==> config.mk <==
export PLATFORM = sky130hd
export DESIGN_NAME = serial_command_frame_parser
export DESIGN_NICKNAME = d
export VERILOG_FILES = /design/src/sv/scfp_pkg.sv /design/src/sv/scfp_cfg_regs.sv /design/src/sv/scfp_in_stage.sv /design/src/sv/scfp_parse.sv /design/src/sv/scfp_out_stage.sv /design/src/sv/serial_command_frame_parser.sv
export SDC_FILE = /design/constraint.sdc
export NUM_CORES = 1
export LEC_CHECK = 0
export BUFFER_PORTS_ARGS = -buffer_cell sky130_fd_sc_hd__buf_2
export CAP_MARGIN = 20
export CORE_ASPECT_RATIO = 2
export CORE_MARGIN = 5
export CORE_UTILIZATION = 45
export DETAILED_ROUTE_END_ITERATION = 6
export PLACE_DENSITY_LB_ADDON = 0.3
export SYNTH_ARGS = -nofsm -noshare
export SYNTH_HDL_FRONTEND = slang
export SYNTH_SLANG_ARGS = --single-unit
==> constraint.sdc <==
create_clock -name clk -period 6.7 [get_ports clk]
set_clock_uncertainty 0.1 [all_clocks]
set_input_delay 1.675 -clock clk [delete_from_list [all_inputs] [get_ports clk]]
set_output_delay 1.675 -clock clk [all_outputs]
set_load 0.005 [all_outputs]
==> src/sv/scfp_pkg.sv <==
// Shared types and constants for the serial command frame parser.
// No dependencies; every other module of the block imports this package.
package scfp_pkg;

    // Default number of payload bytes that are passed on per frame.
    localparam int unsigned PAYLOAD_CAPACITY_DEF = 64;

    // Register port widths: three 32-bit registers at byte addresses 0, 4 and 8.
    localparam int unsigned ADDR_W = 4;
    localparam int unsigned DATA_W = 32;

    // Register indexes, taken from paddr[3:2].
    typedef enum logic [1:0] {
        REG_START_MARKER  = 2'd0,
        REG_STOP_MARKER   = 2'd1,
        REG_COMMAND_LIMIT = 2'd2
    } reg_idx_t;

    // Result kinds.
    localparam logic KIND_PAYLOAD = 1'b0;
    localparam logic KIND_STATUS  = 1'b1;

    // Error causes reported in a status result.
    typedef enum logic [1:0] {
        CAUSE_NONE     = 2'd0,
        CAUSE_BAD_CMD  = 2'd1,
        CAUSE_OVERFLOW = 2'd2,
        CAUSE_BAD_STOP = 2'd3
    } cause_t;

    // Configuration as seen by the parser.
    typedef struct packed {
        logic [7:0] start_marker;
        logic [7:0] stop_marker;
        logic [8:0] command_limit;
    } cfg_t;

    // One result item plus its valid flag.
    typedef struct packed {
        logic        valid;
        logic        kind;
        logic [7:0]  payload_byte;
        logic [5:0]  payload_index;
        logic [7:0]  frame_command;
        logic [7:0]  node_id;
        logic [15:0] ext_id;
        logic [7:0]  frame_length;
        logic        frame_ok;
        cause_t      error_cause;
    } result_t;

endpackage

==> src/sv/scfp_cfg_regs.sv <==
// Configuration register file of the frame parser, behind an APB-style port.
// Depends on scfp_pkg for the register indexes and the cfg_t struct.
module scfp_cfg_regs
    import scfp_pkg::*;
(
    input  logic              clk,
    input  logic              rst_n,
    input  logic              psel,
    input  logic              penable,
    input  logic              pwrite,
    input  logic [ADDR_W-1:0] paddr,
    input  logic [DATA_W-1:0] pwdata,
    output logic [DATA_W-1:0] prdata,
    output cfg_t              cfg
);

    logic [7:0] start_marker_reg;
    logic [7:0] stop_marker_reg;
    logic [8:0] command_limit_reg;
    logic       wr_en;
    reg_idx_t   reg_idx;

    // A write transfer completes in the access phase; pready is always high.
    assign wr_en   = psel && penable && pwrite;
    assign reg_idx = reg_idx_t'(paddr[3:2]);

    // Register writes.
    always_ff @(posedge clk or negedge rst_n)
    begin
        if (!rst_n)
        begin
            start_marker_reg  <= 8'd0;
            stop_marker_reg   <= 8'd0;
            command_limit_reg <= 9'd256;
        end
        else if (wr_en)
        begin
            case (reg_idx)
                REG_START_MARKER:  start_marker_reg  <= pwdata[7:0];
                REG_STOP_MARKER:   stop_marker_reg   <= pwdata[7:0];
                REG_COMMAND_LIMIT: command_limit_reg <= pwdata[8:0];
                default:           ;
            endcase
        end
    end

    // Read back.
    always_comb
    begin
        prdata = '0;
        case (reg_idx)
            REG_START_MARKER:  prdata = {24'd0, start_marker_reg};
            REG_STOP_MARKER:   prdata = {24'd0, stop_marker_reg};
            REG_COMMAND_LIMIT: prdata = {23'd0, command_limit_reg};
            default:           prdata = '0;
        endcase
    end

    assign cfg.start_marker  = start_marker_reg;
    assign cfg.stop_marker   = stop_marker_reg;
    assign cfg.command_limit = command_limit_reg;

endmodule

==> src/sv/scfp_in_stage.sv <==
// Input register of the frame parser: holds one received byte until the parser takes it.
// Depends on scfp_pkg only through the common import convention.
module scfp_in_stage
    import scfp_pkg::*;
(
    input  logic       clk,
    input  logic       rst_n,
    input  logic       rx_valid,
    input  logic       rx_stall,
    input  logic [7:0] rx_byte,
    input  logic       advance,
    output logic       full,
    output logic [7:0] byte_q
);

    logic       full_reg;
    logic       full_next;
    logic [7:0] byte_reg;
    logic       accept;

    assign accept = rx_valid && !rx_stall;

    // The register fills on an accepted transfer and empties when the parser takes it.
    always_comb
    begin
        full_next = full_reg;
        if (accept)
        begin
            full_next = 1'b1;
        end
        else if (advance)
        begin
            full_next = 1'b0;
        end
    end

    always_ff @(posedge clk or negedge rst_n)
    begin
        if (!rst_n)
        begin
            full_reg <= 1'b0;
        end
        else
        begin
            full_reg <= full_next;
        end
    end

    // Payload register, loaded on every accepted transfer.
    always_ff @(posedge clk)
    begin
        if (accept)
        begin
            byte_reg <= rx_byte;
        end
    end

    assign full   = full_reg;
    assign byte_q = byte_reg;

endmodule

==> src/sv/scfp_parse.sv <==
// Frame state machine: decodes one byte per cycle while advance is high and forms the result for it.
// Depends on scfp_pkg for cfg_t, result_t, the cause codes and the result kinds.
module scfp_parse
    import scfp_pkg::*;
#(
    parameter int unsigned PAYLOAD_CAPACITY = PAYLOAD_CAPACITY_DEF
)
(
    input  logic       clk,
    input  logic       rst_n,
    input  cfg_t       cfg,
    input  logic       advance,
    input  logic [7:0] in_byte,
    output result_t    res
);

    localparam logic [7:0] CAPACITY = 8'(PAYLOAD_CAPACITY);

    typedef enum logic [7:0] {
        PH_IDLE    = 8'b0000_0001,
        PH_CMD     = 8'b0000_0010,
        PH_NODE    = 8'b0000_0100,
        PH_EXT_HI  = 8'b0000_1000,
        PH_EXT_LO  = 8'b0001_0000,
        PH_LEN     = 8'b0010_0000,
        PH_PAYLOAD = 8'b0100_0000,
        PH_STOP    = 8'b1000_0000
    } phase_t;

    phase_t      phase_reg,    phase_next;
    logic [7:0]  command_reg,  command_next;
    logic [7:0]  node_id_reg,  node_id_next;
    logic [15:0] ext_id_reg,   ext_id_next;
    logic [7:0]  length_reg,   length_next;
    logic [7:0]  count_reg,    count_next;
    logic        overflow_reg, overflow_next;
    logic [7:0]  count_inc;
    cause_t      stop_cause;

    assign count_inc = count_reg + 8'd1;

    // Overflow takes precedence over a wrong stop byte.
    always_comb
    begin
        if (overflow_reg)
        begin
            stop_cause = CAUSE_OVERFLOW;
        end
        else if (in_byte != cfg.stop_marker)
        begin
            stop_cause = CAUSE_BAD_STOP;
        end
        else
        begin
            stop_cause = CAUSE_NONE;
        end
    end

    // Next state and the result of the byte that advances this cycle.
    always_comb
    begin
        phase_next    = phase_reg;
        command_next  = command_reg;
        node_id_next  = node_id_reg;
        ext_id_next   = ext_id_reg;
        length_next   = length_reg;
        count_next    = count_reg;
        overflow_next = overflow_reg;
        res           = '0;
        if (advance)
        begin
            case (phase_reg)
                PH_IDLE:
                begin
                    if (in_byte == cfg.start_marker)
                    begin
                        phase_next = PH_CMD;
                    end
                end
                PH_CMD:
                begin
                    command_next  = in_byte;
                    overflow_next = 1'b0;
                    if ({1'b0, in_byte} < cfg.command_limit)
                    begin
                        phase_next = PH_NODE;
                    end
                    else
                    begin
                        // A rejected command ends the frame at once.
                        res.valid         = 1'b1;
                        res.kind          = KIND_STATUS;
                        res.frame_command = in_byte;
                        res.error_cause   = CAUSE_BAD_CMD;
                        phase_next        = PH_IDLE;
                    end
                end
                PH_NODE:
                begin
                    node_id_next = in_byte;
                    phase_next   = PH_EXT_HI;
                end
                PH_EXT_HI:
                begin
                    ext_id_next = {in_byte, 8'd0};
                    phase_next  = PH_EXT_LO;
                end
                PH_EXT_LO:
                begin
                    ext_id_next = {ext_id_reg[15:8], in_byte};
                    phase_next  = PH_LEN;
                end
                PH_LEN:
                begin
                    length_next = in_byte;
                    count_next  = 8'd0;
                    phase_next  = (in_byte != 8'd0) ? PH_PAYLOAD : PH_STOP;
                end
                PH_PAYLOAD:
                begin
                    if (count_reg < CAPACITY)
                    begin
                        res.valid         = 1'b1;
                        res.kind          = KIND_PAYLOAD;
                        res.payload_byte  = in_byte;
                        res.payload_index = count_reg[5:0];
                    end
                    else
                    begin
                        overflow_next = 1'b1;
                    end
                    count_next = count_inc;
                    if (count_inc == length_reg)
                    begin
                        phase_next = PH_STOP;
                    end
                end
                PH_STOP:
                begin
                    res.valid         = 1'b1;
                    res.kind          = KIND_STATUS;
                    res.frame_command = command_reg;
                    res.node_id       = node_id_reg;
                    res.ext_id        = ext_id_reg;
                    res.frame_length  = length_reg;
                    res.frame_ok      = (stop_cause == CAUSE_NONE);
                    res.error_cause   = stop_cause;
                    phase_next        = PH_IDLE;
                end
                default:
                begin
                    phase_next = PH_IDLE;
                end
            endcase
        end
    end

    // State registers.
    always_ff @(posedge clk or negedge rst_n)
    begin
        if (!rst_n)
        begin
            phase_reg    <= PH_IDLE;
            command_reg  <= 8'd0;
            node_id_reg  <= 8'd0;
            ext_id_reg   <= 16'd0;
            length_reg   <= 8'd0;
            count_reg    <= 8'd0;
            overflow_reg <= 1'b0;
        end
        else
        begin
            phase_reg    <= phase_next;
            command_reg  <= command_next;
            node_id_reg  <= node_id_next;
            ext_id_reg   <= ext_id_next;
            length_reg   <= length_next;
            count_reg    <= count_next;
            overflow_reg <= overflow_next;
        end
    end

    // The payload phase always has bytes left to read.
    assert property (@(posedge clk) disable iff (!rst_n)
        (phase_reg == PH_PAYLOAD) |-> (count_reg < length_reg))
        else $error("payload phase entered with no bytes left");

    // An overflow at the stop byte means more bytes arrived than the capacity.
    assert property (@(posedge clk) disable iff (!rst_n)
        (phase_reg == PH_STOP && overflow_reg) |-> (count_reg > CAPACITY))
        else $error("overflow flagged without exceeding capacity");

    // A command byte either opens the header or ends the frame.
    assert property (@(posedge clk) disable iff (!rst_n)
        (advance && phase_reg == PH_CMD) |=> (phase_reg == PH_NODE || phase_reg == PH_IDLE))
        else $error("unexpected phase after command byte");

    // A status result is emitted only for a command or stop byte.
    assert property (@(posedge clk) disable iff (!rst_n)
        (res.valid && res.kind == KIND_STATUS) |-> (phase_reg == PH_CMD || phase_reg == PH_STOP))
        else $error("status result outside command or stop phase");

endmodule

==> src/sv/scfp_out_stage.sv <==
// Result register of the frame parser, holding one result until its transfer completes.
// Depends on scfp_pkg for the result_t struct.
module scfp_out_stage
    import scfp_pkg::*;
(
    input  logic    clk,
    input  logic    rst_n,
    input  result_t res,
    input  logic    res_stall,
    output logic    full,
    output result_t data
);

    logic    full_reg;
    logic    full_next;
    result_t data_reg;

    // Load on a new result, empty when the held result is taken.
    always_comb
    begin
        full_next = full_reg;
        if (res.valid)
        begin
            full_next = 1'b1;
        end
        else if (full_reg && !res_stall)
        begin
            full_next = 1'b0;
        end
    end

    always_ff @(posedge clk or negedge rst_n)
    begin
        if (!rst_n)
        begin
            full_reg <= 1'b0;
        end
        else
        begin
            full_reg <= full_next;
        end
    end

    always_ff @(posedge clk)
    begin
        if (res.valid)
        begin
            data_reg <= res;
        end
    end

    assign full = full_reg;
    assign data = data_reg;

endmodule

==> src/sv/serial_command_frame_parser.sv <==
// Serial command frame parser: one received byte in, at most one result out per byte.
// A byte passes through the input register, is decoded combinationally, and its result is
// held in the result register until its own transfer completes.
// The parser takes one byte per cycle while the result register is free or being drained.
// A held result stalls the input only while the output side is stalled.
// Reset (rst_n, asynchronous, active low) empties both registers, returns the parser to
// waiting for a start byte and sets the markers to 0 and the command limit to 256.
module serial_command_frame_parser
    import scfp_pkg::*;
#(
    parameter int unsigned PAYLOAD_CAPACITY = PAYLOAD_CAPACITY_DEF
)
(
    input  logic              clk,
    input  logic              rst_n,
    input  logic              psel,
    input  logic              penable,
    input  logic              pwrite,
    input  logic [ADDR_W-1:0] paddr,
    input  logic [DATA_W-1:0] pwdata,
    output logic [DATA_W-1:0] prdata,
    output logic              pready,
    input  logic              rx_valid,
    output logic              rx_stall,
    input  logic [7:0]        rx_byte,
    output logic              res_valid,
    input  logic              res_stall,
    output logic              kind,
    output logic [7:0]        payload_byte,
    output logic [5:0]        payload_index,
    output logic [7:0]        frame_command,
    output logic [7:0]        node_id,
    output logic [15:0]       ext_id,
    output logic [7:0]        frame_length,
    output logic              frame_ok,
    output logic [1:0]        error_cause
);

    cfg_t       cfg;
    logic       in_full;
    logic [7:0] in_byte;
    logic       out_full;
    logic       advance;
    result_t    res;
    result_t    out_data;

    assign pready = 1'b1;

    scfp_cfg_regs u_cfg_regs (
        .clk     (clk),
        .rst_n   (rst_n),
        .psel    (psel),
        .penable (penable),
        .pwrite  (pwrite),
        .paddr   (paddr),
        .pwdata  (pwdata),
        .prdata  (prdata),
        .cfg     (cfg)
    );

    // The held byte moves on whenever the result register is free or being drained.
    assign advance  = in_full && (!out_full || !res_stall);
    assign rx_stall = in_full && !advance;

    scfp_in_stage u_in_stage (
        .clk      (clk),
        .rst_n    (rst_n),
        .rx_valid (rx_valid),
        .rx_stall (rx_stall),
        .rx_byte  (rx_byte),
        .advance  (advance),
        .full     (in_full),
        .byte_q   (in_byte)
    );

    scfp_parse #(
        .PAYLOAD_CAPACITY (PAYLOAD_CAPACITY)
    ) u_parse (
        .clk     (clk),
        .rst_n   (rst_n),
        .cfg     (cfg),
        .advance (advance),
        .in_byte (in_byte),
        .res     (res)
    );

    scfp_out_stage u_out_stage (
        .clk       (clk),
        .rst_n     (rst_n),
        .res       (res),
        .res_stall (res_stall),
        .full      (out_full),
        .data      (out_data)
    );

    // Result fields.
    assign res_valid     = out_full;
    assign kind          = out_data.kind;
    assign payload_byte  = out_data.payload_byte;
    assign payload_index = out_data.payload_index;
    assign frame_command = out_data.frame_command;
    assign node_id       = out_data.node_id;
    assign ext_id        = out_data.ext_id;
    assign frame_length  = out_data.frame_length;
    assign frame_ok      = out_data.frame_ok;
    assign error_cause   = out_data.error_cause;

endmodule

# --- Word level (Yosys, flattened, before mapping) ---
# Cells that the tools add are included.
totals:
  reg_bits: 150
  inputBits: 51
  out_inout_bits: 93
  elab_cells: 101
classes:
  addsub: 1
  magnitude_cmp: 2
  n_eq_ne: 16
  n_mux: 26
  bitwise: 1
  n_reduce_logical: 32
op_table:
  columns: ["cell", "count"]
  rows:
  - ["$mux 59", 1]
  - ["$pmux 8 s7", 1]
  - ["$mux 33", 1]
  - ["$mux 8", 4]
  - ["$pmux 16 s2", 1]
  - ["$pmux 8 s2", 2]
  - ["$pmux 9 s3", 1]
  - ["$reduce_and 2->1", 9]
  - ["$eq 8x8->1", 2]
  - ["$mux 16", 1]
  - ["$mux 14", 1]
  - ["$reduce_and 3->1", 4]
  - ["$reduce_bool 2->1", 5]
  - ["$lt 8x9->1", 1]
  - ["$add 8x1->8 const B", 1]
  - ["$eq 8x1->1 const B", 1]
  - ["$eq 8x2->1 const B", 1]
  - ["$eq 8x3->1 const B", 1]
  - ["$eq 8x4->1 const B", 1]
  - ["$eq 8x5->1 const B", 1]
  - ["$eq 8x6->1 const B", 1]
  - ["$eq 8x7->1 const B", 1]
  - ["$eq 8x8->1 const B", 1]
  - ["$lt 8x7->1 const B", 1]
  - ["other kinds (17)", 34]

# --- Depth between registers and ports, before layout ---
# Gate-level depths: netlist (run 1).
logic_depth:
  depth_word: 8
  mapped_depth: 9
  ltp_nobuf: 8

# --- Cells and area by module ---
# Synthesis (run 1) repeated with hierarchy kept, for this count alone.
hier_totals:
  hier_cells: 576
  area_unflattened_um2: 7025.5
modules_own_cells:
  columns: ["module", "n_inst", "cells_each", "area_per_inst_um2", "seq_area_each_um2"]
  rows:
  - ["scfp_parse", 1, 389, 3569.7, 1427.6]
  - ["scfp_out_stage", 1, 62, 1785.5, 1766.7]
  - ["scfp_cfg_regs", 1, 109, 1351.3, 626.9]
  - ["scfp_in_stage", 1, 12, 290.3, 265.3]
  - ["serial_command_frame_parser", 1, 4, 28.8, 0.0]

# --- Worst setup path after synthesis (run 1) ---
# No wires, ideal clock.
synth_timing:
  path_type: "input -> register"
  start: "input res_stall"
  end: "register u_out_stage.data_reg (netlist bit u_out_stage.data[0]) (enable)"
  setup_time_ns: 0.490
  arrival_time_ns: 5.191
  required_time_ns: 6.110
  slack_ns: 0.919
  cell_stages: 6
  n_path_buf: 2
  path_cell_list: "nand2_1 -> and2_1 -> clkbuf_1 -> nand2_1 -> buf_2 -> o211ai_1"
synth_between:
  elab_chain_len: 4
synth_rtl:
  columns: ["element", "line", "source"]
  rows:
  - ["from (decl)", "serial_command_frame_parser.sv:27", "input logic res_stall,"]
  - ["$logic_not 1->1", "serial_command_frame_parser.sv:62", "assign advance = in_full && (!out_full || !res_stall);"]
  - ["$logic_or 1x1->1", "serial_command_frame_parser.sv:62", null]
  - ["$logic_and 1x1->1", "serial_command_frame_parser.sv:62", null]
  - ["$mux 59", "scfp_parse.sv:70", "if (advance)"]
  - ["to (signal assigned)", "scfp_out_stage.sv:48", "data_reg <= res;"]
  - ["to (decl)", "scfp_out_stage.sv:16", "result_t data_reg;"]
# Every way passes these cells.
# A chain may end at the register's enable or synchronous reset.

# --- Worst setup path in the final report (run 1) ---
layout_timing:
  start: "input paddr[3]"
  end: "output prdata[4]"
layout_between:
  elab_chain_len: 2
  word_cells_on_any_way: 4
  cone_classes: "eq/ne (2); mux (1); reduce/logical (1)"
layout_rtl:
  columns: ["element", "line", "source"]
  rows:
  - ["from (decl)", "serial_command_frame_parser.sv:19", "input logic [ADDR_W-1:0] paddr,"]
  - ["$eq 2x2->1, or another cell as far along", "scfp_cfg_regs.sv:51", "case (reg_idx)"]
  - ["$pmux 9 s3 (*)", "scfp_cfg_regs.sv:51", null]
  - ["to (decl)", "serial_command_frame_parser.sv:21", "output logic [DATA_W-1:0] prdata,"]
# Mark *: on every way between the ends. The rest lies on a longest branch, timed or not.

==> results of run 1 <==
[stage by stage]
| stage | hold WS, ns | instances |
|---|---|---|
| after floorplan | 0.358 | 578 |
| after global placement | 0.368 | 825 |
| after detailed placement | 0.381 | 825 |
| after CTS | 0.396 | 857 |
| after global routing | 0.411 | 858 |
| final | 0.392 | 858 |
[cells by family (layout without fill, tap and decap cells)]
| kind of cell | after synthesis | in the layout | synth area share (%) |
|---|---|---|---|
| AND/OR/NAND/NOR | 168 | 168 | 13.6 |
| flip-flops | 150 | 150 | 59.3 |
| AO/OA/AOI/OAI | 71 | 71 | 6.73 |
| buffers and inverters | 65 | 147 | 5.04 |
| multiplexers | 63 | 63 | 10.1 |
| XOR/XNOR | 29 | 29 | 3.68 |
| adder cells (fa/ha/maj) | 8 | 8 | 1.45 |
| other | 2 | 24 | 0.109 |
[worst max path at each step]
stage,start,to,slack (ns),depth (start not counted)
2_1_floorplan,res_stall,u_out_stage.data[0],0.92,6
3_3_place_gp,paddr[3],prdata[4],1.92,5
3_5_place_dp,paddr[3],prdata[4],1.93,5
4_1_cts,paddr[3],prdata[4],1.92,5
5_1_grt,paddr[3],prdata[4],1.83,5
6_report,paddr[3],prdata[4],1.91,5
[per-layer routing]
| metal | track usage, % | vias to the layer above |
|---|---|---|
| li1 | - | 2094 |
| met1 | 17.6 | 2218 |
| met2 | 33.2 | 142 |
| met3 | 3.73 | 21 |
| met4 | 7.65 | 0 |
| met5 | 0 | - |
[power by group through the flow]
stage,Sequential [mW],Clock [mW],Combinational (mW)
after CTS,1.20,0.993,0.409
after global placement,1.21,0,0.394
after floorplan,1.19,0,0.297
after global routing,1.21,1.03,0.454
final,1.20,0.975,0.406
after detailed placement,1.21,0,0.406
[final cells by class]
class	instances	area, sq um
Clock buffer	18	439
Clock inverter	14	176
Fill cell	1369	7120
Inverter	14	52.6
Multi-Input combinational cell	363	2540
Sequential cell	150	4090
Tap cell	198	248
Timing Repair Buffer	101	546
[placed cells by master, fill, tap and decap left out, types with 3 or more instances in the layout]
cell type                    n
sky130_fd_sc_hd__and3_1      4
sky130_fd_sc_hd__clkbuf_16  17
sky130_fd_sc_hd__mux2_2     33
sky130_fd_sc_hd__nand3_1    13
sky130_fd_sc_hd__o21ai_1    13
sky130_fd_sc_hd__o21ai_0    18
sky130_fd_sc_hd__mux2i_1    11
sky130_fd_sc_hd__nor2b_1     4
sky130_fd_sc_hd__buf_4       7
sky130_fd_sc_hd__xnor2_1    10
sky130_fd_sc_hd__and2_1     50
sky130_fd_sc_hd__clkinv_4    7
sky130_fd_sc_hd__mux2_1     19
sky130_fd_sc_hd__a21oi_1    15
sky130_fd_sc_hd__nor4_1      5
sky130_fd_sc_hd__nand2b_1    4
sky130_fd_sc_hd__dfrtp_1    82
sky130_fd_sc_hd__a32o_1      8
sky130_fd_sc_hd__nor4_2      3
sky130_fd_sc_hd__nor3_1      5
sky130_fd_sc_hd__ha_1        8
sky130_fd_sc_hd__conb_1     24
sky130_fd_sc_hd__buf_2      93
sky130_fd_sc_hd__bufinv_16   3
sky130_fd_sc_hd__or4_1       4
sky130_fd_sc_hd__edfxtp_1   66
sky130_fd_sc_hd__xor2_1     19
sky130_fd_sc_hd__inv_1      14
sky130_fd_sc_hd__nand4_1     5
sky130_fd_sc_hd__nand2_1    40
sky130_fd_sc_hd__nor2_1     19
==> qor.log, run 1 <==
[logic_synthesis] cell with the most instances after synthesis sky130_fd_sc_hd__dfrtp_1
[pwr] sequential share of power 46.4%
[timing] post-route worst setup slack 1.91 ns
[clock_tree] register clock-pin slew on the reported worst setup and hold paths 0.06 ns
[min_path] Hold Path Cell Cnt 1
[logic_synthesis] post-synthesis sequential area ratio 59.3%
[pwr] pwr dens 319 nW/um^2
[worst_setup_path] Worst Reg2Reg Path Length in Cells 6
[logic_synthesis] yosys warns 0
[place] detailed placement HPWL 10600 um
[worst_setup_path] CP peak stage delay 0.65 ns
[logic_synthesis] cell count after synthesis 556
[layout] layout cell share with drive strength beyond 1 27.0%
[layout] Finished Cell Area 8090 sq um
[logic_synthesis] Area contributors post-synth sky130_fd_sc_hd__dfrtp_1 30%, sky130_fd_sc_hd__edfxtp_1 29%, sky130_fd_sc_hd__mux2_2 5.4%, sky130_fd_sc_hd__and2_1 4.5%, sky130_fd_sc_hd__mux2_1 3.1%
[layout] utilization after layout 53.2%
[worst_setup_path] Data arrival, critical path 3.01 ns
[pwr] share of power burned in combinational logic 15.8%
[worst_setup_path] Slowest cell on crit path sky130_fd_sc_hd__nor2b_1
[timing] Worst-Margin Slew 1.01 ns
[clock_tree] clock latency at the later pin of the worst-skew pair 0.42 ns
[place] I/O Buffers 94
[global_routing] GR Overflow Total 0
[die] Die W 97.5 um
[routing] post-detailed-route DRC marker count 0
[pwr] switching power of the nets 0.701 mW
[timing] min Tclk post-route 4.79 ns
[die] Die Footprint 18100 sq um
[routing] count of vias placed by the detailed router 4475
[layout] number of flip-flops in the largest register 58
[logic_synthesis] async set-reset flop share out of synthesis 56.0%
[worst_setup_path] R2R Path End u_out_stage.data[20]
[clock_tree] H-tree level count 4
[clock_tree] number of buffers created by CTS 17
[logic_synthesis] number of distinct library cells after synthesis 56
[worst_setup_path] buffers and inverters on the worst path 2
[routing] count of routing violations after the opening detailed-route iteration 219
[layout] synth-to-layout area growth 17.3%
[timing] number of setup violations in the final report 0
[routing] Routed WL per cell 17.6 um
[die] ports placed on the boundary 144
[flow_run] max-cap violations 0
[outcome] run status completed
[die] die outline height 185 um
[routing] Antenna Nets Post-Route 0
[place] global placer's final weighted congestion 0.846
[timing] share of the clock period used by the worst path after layout 71.5%
[clock_tree] buffer count from post-CTS setup fixing 0
[min_path] path type of the worst min-delay path reg -> reg
[pwr] IR Drop Worst-Case VDD 0.211 mV
[pwr] static leakage 3.54 nW
[logic_synthesis] dominant register cell in the synthesized netlist sky130_fd_sc_hd__dfrtp_1
[clock_tree] CTS tree built
[global_routing] wire length of the first global-routing pass 24200 um
[layout] antenna cells 0
[routing] top sig layer met4
[pwr] fraction of power spent switching nets 27.2%
[clock_tree] total number of clock tree sinks 150
[global_routing] antenna violations before repair 0
[timing] highest attainable clock frequency 0.209 GHz
[worst_setup_path] nature of the critical path endpoint output pin
[worst_setup_path] worst-path fanout max 12
[place] post-detailed-placement cell area 7450 sq um
[global_routing] global routing usage summed across all routing layers 17.2%
[worst_setup_path] critical setup path kind in -> out
[global_routing] pin count of the biggest net entering global routing 85
[timing] number of pins exceeding their max-slew limit in the final report 0
[logic_synthesis] Yosys reg bits 150
[worst_setup_path] most common cell type on the critical path sky130_fd_sc_hd__buf_2
[worst_setup_path] launch instance of the worst register-to-register path u_parse.phase_reg[7]
[worst_setup_path] category of the worst setup path launch point input port
[routing] wire length on met2 8680 um
[die] number of core rows 64
[die] core box area 15200 sq um
[clock_tree] clk root buf sky130_fd_sc_hd__clkbuf_16
[pwr] cell internal pwr 1.88 mW
[global_routing] number of global-route vias before repair 4689
[pwr] share of total power in the clock network 37.8%
[timing] headroom to the max-slew limit 32.8%
[clock_tree] buffer depth of the longest clock path 2
[min_path] Hold Path End u_parse.command_reg[6]
[routing] wire length on met1 5340 um
[logic_synthesis] most instantiated cells after synthesis 82 x sky130_fd_sc_hd__dfrtp_1, 66 x sky130_fd_sc_hd__edfxtp_1, 50 x sky130_fd_sc_hd__and2_1
[routing] wirelength, routed 15100 um
[die] starting utilization of the core area 45.3%
[place] Placement Setup Slack 1.93 ns
[timing] total count of hold-check failures in the final report 0
[logic_synthesis] average cell area after synthesis 12.4 sq um
[logic_synthesis] post-synthesis instance area 6900 sq um
[logic_synthesis] Yosys top cell area share 29.8%
[timing] TNS Setup 0 ns
[worst_setup_path] flop-to-flop setup slack 3.28 ns
[routing] met3 WL 764 um
[worst_setup_path] worst endpoint required time 4.93 ns
[pwr] total chip power 2.58 mW
[logic_synthesis] EDFF count, synth 66
[routing] vias per std cell 5.22
[clock_tree] hold bufs inserted after CTS 0
[worst_setup_path] worst path cell trace buf_2 -> nor2b_1 -> nand2_1 -> o21ai_0 -> buf_2
[routing] drt pass-1 iters 4
[logic_synthesis] post-synthesis cell type with the largest combined area sky130_fd_sc_hd__dfrtp_1
[min_path] launch point of the worst hold path u_parse.command_reg[6]
[timing] setup repair after global routing missed its margin no
[layout] nets@finish 706
[worst_setup_path] CP delay by family, top simple AND/OR/NAND/NOR gates
[clock_tree] Post-CTS Resized 0
Note: power is estimated with default switching activity, not from simulation.
==> run 2, diff against run 1 <==
- clock period: 6.7 -> 4.4 ns (I/O delays scaled with it)
==> run 2 against run 1 <==
Net effect:
- wire length is 0.37% higher
- largest cell class unchanged
- register-to-register slack worse by 1.9 ns
- clock-buffer cell count unchanged
- non-clock buffer count up 4
- critical endpoint unchanged
==> qor.log, run 2 (synthesized netlist as in run 1, its figures left out) <==
[worst_setup_path] critical setup path kind in -> out
[worst_setup_path] category of the worst setup path launch point input port
[die] Die W 97.5 um
[place] Placement Setup Slack 0.959 ns
[timing] number of setup violations in the final report 0
[place] I/O Buffers 94
[clock_tree] clk root buf sky130_fd_sc_hd__clkbuf_16
[worst_setup_path] nature of the critical path endpoint output pin
[layout] Finished Cell Area 8130 sq um
[global_routing] GR Overflow Total 0
[layout] number of flip-flops in the largest register 58
[timing] share of the clock period used by the worst path after layout 77.9%
[worst_setup_path] most common cell type on the critical path sky130_fd_sc_hd__buf_2
[timing] post-route worst setup slack 0.975 ns
[routing] Routed WL per cell 17.6 um
[clock_tree] CTS tree built
[layout] register cell area after layout 4090 sq um
[die] die outline height 185 um
[pwr] switching power of the nets 1.11 mW
[layout] Multi-input gate area 2560 sq um
[flow_run] max-cap violations 0
[clock_tree] register clock-pin slew on the reported worst setup and hold paths 0.06 ns
[worst_setup_path] Data arrival, critical path 2.23 ns
[worst_setup_path] CP peak stage delay 0.56 ns
[layout] leading cell type in the layout, fill and taps excluded sky130_fd_sc_hd__buf_2
[place] post-detailed-placement cell area 7500 sq um
[die] starting utilization of the core area 45.3%
[place] detailed placement HPWL 10800 um
[worst_setup_path] Slowest cell on crit path sky130_fd_sc_hd__nor2b_1
[routing] vias per std cell 5.21
[worst_setup_path] capturing instance or port of the critical path prdata[4]
[timing] min Tclk post-route 3.43 ns
[routing] drt pass-1 iters 5
[worst_setup_path] worst endpoint required time 3.20 ns
[worst_setup_path] launch instance of the worst register-to-register path u_in_stage.byte_q[1]
[min_path] path type of the worst min-delay path reg -> reg
[worst_setup_path] cell count along the critical path 5
[worst_setup_path] Worst Reg2Reg Path Length in Cells 8
[pwr] static leakage 3.55 nW
[worst_setup_path] worst-path fanout max 12
[place] global placer's final weighted congestion 0.826
[timing] TNS Setup 0 ns
[layout] antenna cells 0
[routing] count of vias placed by the detailed router 4487
[pwr] share of total power in the clock network 37.6%
[die] Die Footprint 18100 sq um
[global_routing] wire length of the first global-routing pass 24700 um
[timing] Worst-Margin Slew 0.981 ns
[routing] wirelength, routed 15100 um
[layout] most frequent cells in the layout 93 x sky130_fd_sc_hd__buf_2, 82 x sky130_fd_sc_hd__dfrtp_1, 66 x sky130_fd_sc_hd__edfxtp_1, 50 x sky130_fd_sc_hd__and2_1, 38 x sky130_fd_sc_hd__nand2_1
[timing] highest attainable clock frequency 0.292 GHz
[clock_tree] number of buffers created by CTS 17
[global_routing] number of global-route vias before repair 4752
[timing] number of pins exceeding their max-slew limit in the final report 0
[layout] synth-to-layout area growth 17.9%
[die] core box area 15200 sq um
[clock_tree] clock latency at the later pin of the worst-skew pair 0.43 ns
[layout] layout cell share with drive strength beyond 1 27.9%
[clock_tree] hold bufs inserted after CTS 0
[pwr] share of power burned in combinational logic 16.0%
[timing] headroom to the max-slew limit 34.5%
[outcome] run status completed
[clock_tree] Post-CTS Resized 0
[clock_tree] buffer depth of the longest clock path 2
[worst_setup_path] beginning of the critical path paddr[3]
[global_routing] global routing usage summed across all routing layers 17.6%
[layout] number of fill cells in the layout 1361
[worst_setup_path] R2R Path End u_out_stage.data[25]
[clock_tree] H-tree level count 4
[pwr] fraction of power spent switching nets 28.2%
[pwr] IR Drop Worst-Case VDD 0.298 mV
[pwr] pwr dens 483 nW/um^2
[pwr] cell internal pwr 2.82 mW
[timing] total count of hold-check failures in the final report 0
[routing] Antenna Nets Post-Route 0
[clock_tree] buffer count from post-CTS setup fixing 0
[clock_tree] total number of clock tree sinks 150
[routing] post-detailed-route DRC marker count 0
[routing] count of routing violations after the opening detailed-route iteration 209
[layout] utilization after layout 53.4%
[die] number of core rows 64
[worst_setup_path] worst path cell trace buf_2 -> nor2b_1 -> nand2_1 -> o21ai_0 -> buf_2
[pwr] sequential share of power 46.5%
[global_routing] antenna violations before repair 0
[min_path] launch point of the worst hold path u_parse.ext_id_reg[2]
[layout] nets@finish 710
[worst_setup_path] flop-to-flop setup slack 1.38 ns
[global_routing] pin count of the biggest net entering global routing 85
[die] ports placed on the boundary 144
[min_path] Hold Path Cell Cnt 1
[timing] setup repair after global routing missed its margin no
[worst_setup_path] buffers and inverters on the worst path 2
[worst_setup_path] CP delay by family, top simple AND/OR/NAND/NOR gates
[run 2: cell types whose count changed in the layout (fill, tap and decap cells not counted), moves of 2 or more]
cell and delta:
sky130_fd_sc_hd__inv_6 +3, sky130_fd_sc_hd__clkinv_4 -4, sky130_fd_sc_hd__clkinvlp_4 +2, sky130_fd_sc_hd__buf_4 +4, sky130_fd_sc_hd__inv_8 +2, sky130_fd_sc_hd__nand2_1 -2
[run 2: power by group through the flow]
stage | Sequential (mW) | Clock [mW] | Combinational [mW]
2_1_floorplan | 1.81 | 0 | 0.457
3_3_place_gp | 1.84 | 0 | 0.609
3_5_place_dp | 1.85 | 0 | 0.629
4_1_cts | 1.82 | 1.50 | 0.633
5_1_grt | 1.85 | 1.56 | 0.705
6_report | 1.82 | 1.47 | 0.628
[run 2: worst min path at each step]
stage / endpoint / slack, ns
floorplan: u_parse.ext_id_reg[0] / 0.36
global placement: u_parse.ext_id_reg[4] / 0.37
detailed placement: u_parse.ext_id_reg[6] / 0.37
CTS: u_parse.ext_id_reg[6] / 0.39
global route: u_parse.ext_id_reg[2] / 0.41
finish: u_parse.ext_id_reg[2] / 0.38
[run 2: routing by layer]
layer  vias up  track usage, %  part of all wire [%]
li1       2109               -                     -
met1      2204            17.8                    34
met4         0            8.43                   3.5
met5         -               0                     0
met3        36            4.33                   5.2
met2       138            33.4                    57
[run 2: per-stage QoR]
stage / instances / hold WS, ns / power, mW
2_1_floorplan: 578 / 0.358 / 2.26
3_3_place_gp: 829 / 0.367 / 2.45
3_5_place_dp: 829 / 0.374 / 2.48
4_1_cts: 861 / 0.389 / 3.96
5_1_grt: 862 / 0.411 / 4.11
6_report: 862 / 0.383 / 3.93
[run 2: final cells by class]
type	count	area share [%]
Sequential cell	150	50.3
Multi-Input combinational cell	363	31.5
Timing Repair Buffer	105	7.08
Clock buffer	18	5.40
Tap cell	198	3.05
Clock inverter	14	2.05
Inverter	14	0.646
==> run 3, diff against run 2 <==
- ABC_AREA: default -> 1
- clock period: 4.4 -> 3.14 ns (I/O delays scaled with it)
==> run 3 against run 2 <==
Net effect:
- register-to-register slack got worse by 0.54 ns
- final cell count increased by 23%
- clock power increased by 39%
- cell area increased by 1.8%
- die area increased by 1.0%
- critical path depth increased by 1
- sequential cell count unchanged
- clock-buffer cell count decreased by 1
- global-route usage increased by 0.70 points
- highest routed layer unchanged
==> qor.log, run 3 <==
[pwr] pwr dens 711 nW/um^2
[timing] TNS Setup 0 ns
[timing] total count of hold-check failures in the final report 0
[global_routing] GR Overflow Total 0
[worst_setup_path] worst-path fanout max 8
[clock_tree] clock latency at the later pin of the worst-skew pair 0.43 ns
[worst_setup_path] critical setup path kind in -> out
[logic_synthesis] cell count after synthesis 734
[worst_setup_path] Data arrival, critical path 1.65 ns
[global_routing] wire length of the first global-routing pass 25400 um
[place] detailed placement HPWL 12300 um
[place] total placed cells including tap cells 1025
[timing] final hold slack 0.220 ns
[logic_synthesis] Yosys top cell area share 29.4%
[flow_run] max-cap violations 0
[timing] highest attainable clock frequency 0.394 GHz
[logic_synthesis] most instantiated cells after synthesis 169 x sky130_fd_sc_hd__nand2_1, 98 x sky130_fd_sc_hd__inv_1, 82 x sky130_fd_sc_hd__dfrtp_1
[clock_tree] total number of clock tree sinks 150
[pwr] static leakage 4.03 nW
[logic_synthesis] post-synthesis sequential area ratio 58.6%
[die] ports placed on the boundary 144
[place] post-detailed-placement cell area 7680 sq um
[layout] nets@finish 905
[timing] setup repair after global routing missed its margin no
[die] Die Footprint 18200 sq um
[global_routing] number of global-route vias before repair 5066
[worst_setup_path] worst endpoint required time 2.25 ns
[global_routing] global routing usage summed across all routing layers 18.3%
[routing] Routed WL per cell 15.5 um
[timing] post-route worst setup slack 0.602 ns
[layout] leading cell type in the layout, fill and taps excluded sky130_fd_sc_hd__nand2_1
[place] I/O Buffers 94
[logic_synthesis] Yosys reg bits 150
[routing] count of routing violations after the opening detailed-route iteration 276
[worst_setup_path] category of the worst setup path launch point input port
[worst_setup_path] nature of the critical path endpoint output pin
[routing] wirelength, routed 16300 um
[global_routing] pin count of the biggest net entering global routing 44
[global_routing] antenna violations before repair 0
[routing] vias per std cell 4.89
[clock_tree] hold bufs inserted after CTS 0
[logic_synthesis] Area contributors post-synth sky130_fd_sc_hd__dfrtp_1 29%, sky130_fd_sc_hd__edfxtp_1 28%, sky130_fd_sc_hd__nand2_1 9.1%, sky130_fd_sc_hd__inv_1 5.3%, sky130_fd_sc_hd__o21ai_0 5.0%
[outcome] run status completed
[clock_tree] Post-CTS Resized 0
[logic_synthesis] cell with the most instances after synthesis sky130_fd_sc_hd__nand2_1
[clock_tree] CTS tree built
[layout] Finished Cell Area 8270 sq um
[timing] Worst-Margin Slew 0.610 ns
[min_path] path type of the worst min-delay path in -> async
[pwr] total chip power 5.88 mW
[timing] share of the clock period used by the worst path after layout 80.8%
[logic_synthesis] post-synthesis instance area 6970 sq um
[layout] number of flip-flops in the largest register 58
[worst_setup_path] beginning of the critical path paddr[3]
[logic_synthesis] number of distinct library cells after synthesis 36
[logic_synthesis] average cell area after synthesis 9.50 sq um
[place] Placement Setup Slack 0.628 ns
[die] core box area 15300 sq um
[layout] utilization after layout 54.1%
[die] number of core rows 64
[worst_setup_path] launch instance of the worst register-to-register path u_parse.count_reg[0]
[timing] min Tclk post-route 2.54 ns
[clock_tree] number of buffers created by CTS 17
[logic_synthesis] dominant register cell in the synthesized netlist sky130_fd_sc_hd__dfrtp_1
[logic_synthesis] EDFF count, synth 66
[layout] layout cell share with drive strength beyond 1 21.9%
[clock_tree] register clock-pin slew on the reported worst setup and hold paths 0.06 ns
[timing] number of setup violations in the final report 0
[clock_tree] buffer depth of the longest clock path 2
[logic_synthesis] yosys warns 0
[layout] most frequent cells in the layout 169 x sky130_fd_sc_hd__nand2_1, 98 x sky130_fd_sc_hd__inv_1, 93 x sky130_fd_sc_hd__buf_2, 82 x sky130_fd_sc_hd__dfrtp_1, 69 x sky130_fd_sc_hd__o21ai_0
[die] starting utilization of the core area 45.6%
[layout] antenna cells 0
[place] global placer's final weighted congestion 0.868
[routing] drt pass-1 iters 5
[die] Die W 98.0 um
[pwr] IR Drop Worst-Case VDD 0.445 mV
[layout] synth-to-layout area growth 18.7%
[clock_tree] clk root buf sky130_fd_sc_hd__clkbuf_16
[die] die outline height 186 um
[clock_tree] buffer count from post-CTS setup fixing 0
[routing] Antenna Nets Post-Route 0
[routing] post-detailed-route DRC marker count 0
[timing] headroom to the max-slew limit 59.3%
[logic_synthesis] post-synthesis cell type with the largest combined area sky130_fd_sc_hd__dfrtp_1
[logic_synthesis] async set-reset flop share out of synthesis 56.0%
[routing] count of vias placed by the detailed router 5170
[timing] number of pins exceeding their max-slew limit in the final report 0
[clock_tree] H-tree level count 4
[layout] number of fill cells in the layout 1456
[layout] count of placed standard cells in the final layout, fillers left out 1057
[run 3: path summary, 6_finish.rpt]
kind,endpoint,slack (ns),cells past startpoint
hold / removal,u_parse.node_id_reg[4],0.22,1
min in group clk,u_parse.phase_reg[2],0.37,2
setup / recovery,prdata[3],0.60,6
hold reg to reg,u_parse.phase_reg[2],0.37,2
setup reg to reg,u_parse.phase_reg[3],0.84,12
max in group asynchronous,u_parse.phase_reg[0],2.04,2
[run 3: cell families after synthesis]
family,count (synthesis),synth area share (%)
simple gates,312,20.5
xor+xnor,12,1.51
compound gates,101,7.93
buf+inv,149,9.87
flops,150,58.6
fa+ha+maj,8,1.44
other cells,2,0.108
[run 3: cell type report]
| cell class | count | area, sq um | area share, % |
|---|---|---|---|
| Tap cell | 198 | 248 | 2.99 |
| Clock buffer | 17 | 425 | 5.14 |
| Multi-Input combinational cell | 457 | 2290 | 27.6 |
| Sequential cell | 150 | 4090 | 49.4 |
| Clock inverter | 15 | 171 | 2.07 |
| Inverter | 103 | 387 | 4.67 |
| Timing Repair Buffer | 117 | 671 | 8.11 |
[run 3: worst max-delay path: stages]
cell                       delay (ns)
sky130_fd_sc_hd__buf_2           0.09
sky130_fd_sc_hd__inv_1           0.04
sky130_fd_sc_hd__nor2_1          0.17
sky130_fd_sc_hd__inv_1           0.19
sky130_fd_sc_hd__o211ai_1        0.23
sky130_fd_sc_hd__buf_2           0.15
[run 3: per-layer routing]
layer	share of wire, %	track usage (%)	vias up
met2	56	35.1	153
met4	3.5	9.32	0
met1	36	18.1	2429
met5	0	0	-
met3	4.5	4.13	41
li1	-	-	2547
[run 3: report_power, final]
group	internal, mW	total (mW)	switching [mW]
Combinational	0.431	1.25	0.815
Sequential	2.40	2.60	0.201
Clock	1.19	2.04	0.846
Total	4.02	5.88	1.86
